--- src/rtl/bcmet_pkg.sv ---
package bcmet_pkg;

  localparam int COLOR_W     = 8;
  localparam int ERR_W       = 16;
  localparam int SIDE_REG_W  = 11;
  localparam int THR_W       = 16;
  localparam int CFG_IDX_W   = 2;
  localparam int CFG_DATA_W  = 16;
  localparam int DEF_MAX_SIDE = 1024;

  localparam int MEAN_STEPS  = COLOR_W;
  localparam int ERR_STEPS   = ERR_W;
  localparam int STEP_W      = $clog2(ERR_STEPS);

  localparam logic [CFG_IDX_W-1:0] CFG_BLOCK_SIDE      = CFG_IDX_W'(0);
  localparam logic [CFG_IDX_W-1:0] CFG_ERROR_THRESHOLD = CFG_IDX_W'(1);

  typedef struct packed {
    logic accum;
    logic prep;
    logic mean_step;
    logic mul1;
    logic mul2;
    logic dev;
    logic err_init;
    logic err_step;
    logic load;
  } cmd_t;

  typedef struct packed {
    logic block_last;
  } status_t;

endpackage

--- src/rtl/bcmet_ctrl.sv ---
module bcmet_ctrl (
  input  logic              clk,
  input  logic              rst,
  input  logic              in_valid,
  output logic              in_ready,
  output logic              out_valid,
  input  logic              out_ready,
  input  bcmet_pkg::status_t status,
  output bcmet_pkg::cmd_t   cmd
);
  import bcmet_pkg::*;

  typedef enum logic [3:0] {
    S_ACCUM,
    S_PREP,
    S_MEAN,
    S_MUL1,
    S_MUL2,
    S_DEV,
    S_EINIT,
    S_EDIV,
    S_LOAD
  } state_t;

  state_t            state;
  logic [STEP_W-1:0] step;
  logic              load_ok;

  assign in_ready = (state == S_ACCUM);
  assign load_ok  = (state == S_LOAD) && (!out_valid || out_ready);

  always_comb begin
    cmd           = '0;
    cmd.accum     = in_ready && in_valid;
    cmd.prep      = (state == S_PREP);
    cmd.mean_step = (state == S_MEAN);
    cmd.mul1      = (state == S_MUL1);
    cmd.mul2      = (state == S_MUL2);
    cmd.dev       = (state == S_DEV);
    cmd.err_init  = (state == S_EINIT);
    cmd.err_step  = (state == S_EDIV);
    cmd.load      = load_ok;
  end

  always_ff @(posedge clk) begin
    if (rst) begin
      state     <= S_ACCUM;
      step      <= '0;
      out_valid <= 1'b0;
    end else begin
      if (load_ok) begin
        out_valid <= 1'b1;
      end else if (out_ready) begin
        out_valid <= 1'b0;
      end
      case (state)
        S_ACCUM: begin
          if (in_valid && status.block_last) begin
            state <= S_PREP;
          end
        end
        S_PREP: begin
          step  <= '0;
          state <= S_MEAN;
        end
        S_MEAN: begin
          step <= step + 1'b1;
          if (step == STEP_W'(MEAN_STEPS - 1)) begin
            state <= S_MUL1;
          end
        end
        S_MUL1: state <= S_MUL2;
        S_MUL2: state <= S_DEV;
        S_DEV:  state <= S_EINIT;
        S_EINIT: begin
          step  <= '0;
          state <= S_EDIV;
        end
        S_EDIV: begin
          step <= step + 1'b1;
          if (step == STEP_W'(ERR_STEPS - 1)) begin
            state <= S_LOAD;
          end
        end
        S_LOAD: begin
          if (load_ok) begin
            state <= S_ACCUM;
          end
        end
        default: state <= S_ACCUM;
      endcase
    end
  end

`ifndef SYNTH
  a_valid_from_load: assert property (@(posedge clk) disable iff (rst)
    $rose(out_valid) |-> $past(state == S_LOAD))
    else $error("result became valid outside the load state");

  a_mean_step_bound: assert property (@(posedge clk) disable iff (rst)
    (state == S_MEAN) |-> (step < STEP_W'(MEAN_STEPS)))
    else $error("mean division ran past its step count");

  a_no_pixel_while_busy: assert property (@(posedge clk) disable iff (rst)
    (state != S_ACCUM) |-> !cmd.accum)
    else $error("pixel accumulated while a block result is being formed");
`endif
endmodule

--- config.mk ---
export PLATFORM = sky130hd
export DESIGN_NAME = bcmet_ctrl
export DESIGN_NICKNAME = d
export VERILOG_FILES = /design/src/rtl/bcmet_pkg.sv /design/src/rtl/bcmet_ctrl.sv
export SDC_FILE = /design/constraint.sdc
export NUM_CORES = 1
export LEC_CHECK = 0
export CAP_MARGIN = 20
export CELL_PAD_IN_SITES_DETAIL_PLACEMENT = 0
export CELL_PAD_IN_SITES_GLOBAL_PLACEMENT = 2
export CORE_MARGIN = 5
export CORE_UTILIZATION = 29
export CTS_CLUSTER_DIAMETER = 40
export CTS_CLUSTER_SIZE = 10
export DETAILED_ROUTE_END_ITERATION = 7
export DONT_BUFFER_PORTS = 1
export PLACE_DENSITY = 0.65
export SETUP_SLACK_MARGIN = 0.05
export SLEW_MARGIN = 20
export SYNTH_ARGS = -nofsm -noshare
export SYNTH_HDL_FRONTEND = slang
export SYNTH_SLANG_ARGS = --single-unit
--- constraint.sdc ---
create_clock -name clk -period 1.5 [get_ports clk]
set_clock_uncertainty 0.05 [all_clocks]
set_input_delay 0.3 -clock clk [delete_from_list [all_inputs] [get_ports clk]]
set_output_delay 0.3 -clock clk [all_outputs]
set_load 0.1 [all_outputs]
# Word-level counts from Yosys, hierarchy flattened
# Index checks and enable logic that the tools add are counted.
[classes] add_sub_neg=1 mux=8 n_eq_ne=14 reduce_logical=11
[ops] op="one-hot mux 4 bit (9 select lines)" n=1
[ops] op="equality test 4 x 3 -> 1 bit (second input constant)" n=5
[ops] op="2-to-1 mux 4 bit" n=4
[ops] op="equality test 4 x 2 -> 1 bit (second input constant)" n=2
[ops] op="equality test 4 bit (second input constant)" n=2
[ops] op="one-hot mux 4 bit (2 select lines)" n=1
[ops] op="inequality test 2 x 1 -> 1 bit (second input constant)" n=3
[ops] op="adder 4 x 1 -> 4 bit (second input constant)" n=1
[ops] op="equality test 4 x 1 -> 1 bit (second input constant)" n=1
[ops] op="zero test 4 bit" n=1
[ops] op="AND reduction 4 bit" n=1
[ops] op="nonzero test 2 bit" n=2
[ops] op="OR reduction 2 bit" n=2
[ops] op="logical AND 1 bit" n=3
[ops] op="2-to-1 mux 1 bit" n=2
[ops] op="inequality test 2 bit (second input constant)" n=1
[ops] op="zero test 1 bit" n=1
[ops] op="logical OR 1 bit" n=1
[word_totals] out_inout_bits=11 ff_bits=9 elab_cells=37 inputBits=5

# Depth between registers and ports, before layout
[depth] depth_word=5 ltp_mapped=6 depth_no_buf=5

# Worst setup path before layout
# Ideal clock, no wire load.
[synth_path] path_kind="register to output" startpoint="register state[0]" endpoint="output cmd[8] (netlist name)" path_buffers=1 slack_ns=-3.348 required_time_ns=1.150 stages_incl_launch_ff=4 t_arrival_ns=4.498 cell_sequence="dfxtp_1 -> buf_4 -> nor4_1 -> and2_1"
[synth_rtl] element="start, declared" line="bcmet_ctrl.sv:25" rtl="state_t state;"
[synth_rtl] element="start signal, assigned" line="bcmet_ctrl.sv:47" rtl="state <= S_ACCUM;"
[synth_rtl] element="start signal, assigned" line="bcmet_ctrl.sv:59" rtl="state <= S_PREP;"
[synth_rtl] element="start signal, assigned" line="bcmet_ctrl.sv:64" rtl="state <= S_MEAN;"
[synth_rtl] element="end, declared" line="bcmet_ctrl.sv:9" rtl="output bcmet_pkg::cmd_t cmd"

==> results.sh <==
export IMPL_outcome="finished, violations left"
export IMPL_violations="negative setup slack"
export IMPL_fin_crit_sh_pct=121
export IMPL_synth_area_per_cell_um2=8.24
export IMPL_min_to="state[3]$_SDFFE_PP0P_"
export IMPL_drive_gt1_share_pct=65.5
export IMPL_path_class="reg -> out"
export IMPL_hold_ws_ns=0.0325
export IMPL_crit_reg2reg_launch="state[0]$_SDFFE_PP0P_"
export IMPL_gp_congestion=0.778
export IMPL_worst_slew_pin_slew_ns=0.281
export IMPL_wl_um=1960
export IMPL_gr_total_overflow=0
export IMPL_cp_arrival_ns=1.47
export IMPL_cts_root_buf="clkbuf_4"
export IMPL_fin_crit_ns=1.82
export IMPL_netlist_instances=70
export IMPL_ys_ff_latch=9
export IMPL_ioPinCount=16
export IMPL_path_buf_inv=1
export IMPL_synth_area_um2=577
export IMPL_min_path_type="in -> reg"
export IMPL_route_met3_wl_um=108
export IMPL_ctsHtreeMaxLevel=1
export IMPL_synth_cell_types=33
export IMPL_n_antenna_cell=0
export IMPL_hold_violations=0
export IMPL_r2r_end="state[0]$_SDFFE_PP0P_"
export IMPL_crit_start="state[0]$_SDFFE_PP0P_"
export IMPL_worstRegToRegCells=5
export IMPL_dp_hpwl_um=1170
export IMPL_relSlewSlack_pct=81.1
export IMPL_clkLatencyLatePin_ns=0.26
export IMPL_grt_antenna_before_repair=0
export IMPL_r2r_setup_slack_ns=-0.28
export IMPL_die_h_um=54.6
export IMPL_grt_pass1_wl_um=2870
export IMPL_crit_slowest_cell="or4b_4"
export IMPL_max_clock_freq_mhz=550
export IMPL_wire_per_inst_um=14.3
export IMPL_coreArea_um2=1920
export IMPL_nNetsFinal=117
export IMPL_ant_nets=0
export IMPL_crit_fanout=2
export IMPL_grt_max_degree=10
export IMPL_worstHoldStart="rst"
export IMPL_m1WireLength_um=766
export IMPL_die_w_um=54.6
export IMPL_layout_setup_ws_ns=-0.317
export IMPL_crit_path_max_incr_delay_ns=0.55
export IMPL_dr_wl_met2_um=1070
export IMPL_synth_edf_count=0
export IMPL_cts_buffers=3
export IMPL_clk_pin_slew_ns=0.06
export IMPL_hold_depth=1
export IMPL_ys_flop_type="dfxtp_1"
export IMPL_drt_pass1_iter_count=4
export IMPL_crit_family="simple AND/OR/NAND/NOR gates"
export IMPL_remaining_drc_errors=0
export IMPL_cap_violations=0
export IMPL_setup_viol=16
export IMPL_final_util_pct=67.0
export IMPL_grt_pass1_vias=654
export IMPL_vias_per_cell=5.01
export IMPL_cp_end_kind="primary output"
export IMPL_cts_sinks=9
export IMPL_cts_tree="done"
export IMPL_cellPowerDensity_nw_per_um2=2150
export IMPL_cts_max_path_buffers=2
export IMPL_cp_cell_sequence="or4b_4 -> nor2b_4 -> buf_12"
export IMPL_peakVddDrop_mv=1.67
export IMPL_initial_core_util_pct=30.0
export IMPL_ctsHoldBuffers=0
export IMPL_grt_usage_pct=13.8
export IMPL_slew_violations=0
export IMPL_port_buffers=0
export IMPL_synthesis_nets=76
export IMPL_ys_warn_count=0
export IMPL_dr_max_layer_used="met4"
export IMPL_ys_seq_area_share_pct=31.2
export IMPL_rsz0062_at_grt="true"
export IMPL_tns_ns=-3.02
export IMPL_design_die_area_um2=2980
export IMPL_vias=686
export IMPL_power_total_uw=2760
export IMPL_drtIter0Drc=16
export IMPL_rows=16
export IMPL_total_leakage_power_uw=0.000522
export IMPL_start_kind="flop"
export IMPL_syn2layout_area_growth_pct=123
export IMPL_required_ns=1.15
export IMPL_async_flop_share_pct=0
[routing by layer]
metal / GRT usage (%) / vias up
met3: 3.27 / 2
li1: - / 337
met1: 14.4 / 322
met5: 0 / -
met2: 25.2 / 25
met4: 7.05 / 0
[where the power goes]
| group | switching [uW] | total, uW | internal, uW |
|---|---|---|---|
| Combinational | 1220 | 2220 | 1000 |
| Sequential | 45.5 | 344 | 298 |
| Clock | 92.9 | 196 | 103 |
[layout by cell type, fill, tap and decap left out, types with 2 or more instances in the layout]
| cell type | synthesis | final |
|---|---|---|
| xor2_1 | 2 | 2 |
| nand2b_4 | 0 | 2 |
| nor2_1 | 5 | 3 |
| nand2_1 | 5 | 4 |
| dfxtp_1 | 9 | 4 |
| nor2_4 | 0 | 2 |
| nand2b_1 | 4 | 2 |
| nand3_1 | 2 | 2 |
| nor3_4 | 0 | 3 |
| a21oi_1 | 7 | 5 |
| buf_6 | 1 | 18 |
| dfxtp_2 | 0 | 4 |
| buf_4 | 2 | 13 |
| buf_12 | 0 | 10 |
| mux2i_1 | 2 | 2 |
| clkbuf_4 | 0 | 3 |
[cells in the mapped netlist, drive strengths merged (2+ instances only)]
| library cell | count | area [um2] |
|---|---|---|
| dfxtp | 9 | 180 |
| a21oi | 7 | 35.0 |
| nand2 | 5 | 18.8 |
| nor2 | 5 | 18.8 |
| buf | 4 | 31.3 |
| nand2b | 4 | 25.0 |
| nor3 | 3 | 15.0 |
| o21ai | 3 | 15.0 |
| clkbuf | 2 | 7.51 |
| mux2i | 2 | 20.0 |
| nand3 | 2 | 10.0 |
| nor2b | 2 | 12.5 |
| nor4 | 2 | 12.5 |
| or4b | 2 | 20.0 |
| xor2 | 2 | 17.5 |
[layout make-up]
type	instances	area (um2)
Clock buffer	4	26.3
Fill cell	151	634
Multi-Input combinational cell	55	533
Tap cell	27	33.8
Sequential cell	9	189
Timing Repair Buffer	42	505
[through the flow]
step	instances	cell area (um2)	setup slack, ns
finish	137	1290	-0.317
global route	137	1290	-0.348
CTS	130	1150	-0.316
detailed placement	115	953	-0.110
global placement	115	953	-0.0850
floorplan	70	672	-0.933
[worst reg2reg max path, delay by kind of cell, from the launching register on]
family	cells	cell delay, ns
AND/OR/NAND/NOR	2	0.82
AO/OA/AOI/OAI	1	0.18
flip-flops	1	0.33
buffers and inverters	1	0.16
multiplexers	1	0.13
[worst max-delay path by stage]
stage,depth (start not counted),endpoint
CTS,3,cmd[0]
detailed placement,4,state[0]$_SDFFE_PP0P_
global route,3,cmd[0]
finish,3,cmd[0]
floorplan,3,cmd[8]
global placement,3,cmd[0]
[kinds of logic (layout without fill, tap and decap cells)]
logic type | Yosys count | in the layout | share of synthesized area (%)
AO/OA/AOI/OAI | 15 | 15 | 16.1
XOR/XNOR | 3 | 3 | 4.56
adder cells (fa/ha/maj) | 1 | 1 | 2.17
buffers and inverters | 6 | 46 | 6.72
flip-flops | 9 | 9 | 31.2
multiplexers | 2 | 2 | 3.47
AND/OR/NAND/NOR | 34 | 34 | 35.8
[sequential cells by signal, summed over array words and instances (netlist names)]
register   flops
state          4
out_valid      1
step           4
[timing repair]
action	CTS	global route
pin swaps	4	7
setup buffers	10	9
gates cloned	1	0
endpoints found under the setup margin	16	17
resized for setup	24	16
Note: power is estimated with default switching activity, not from simulation.
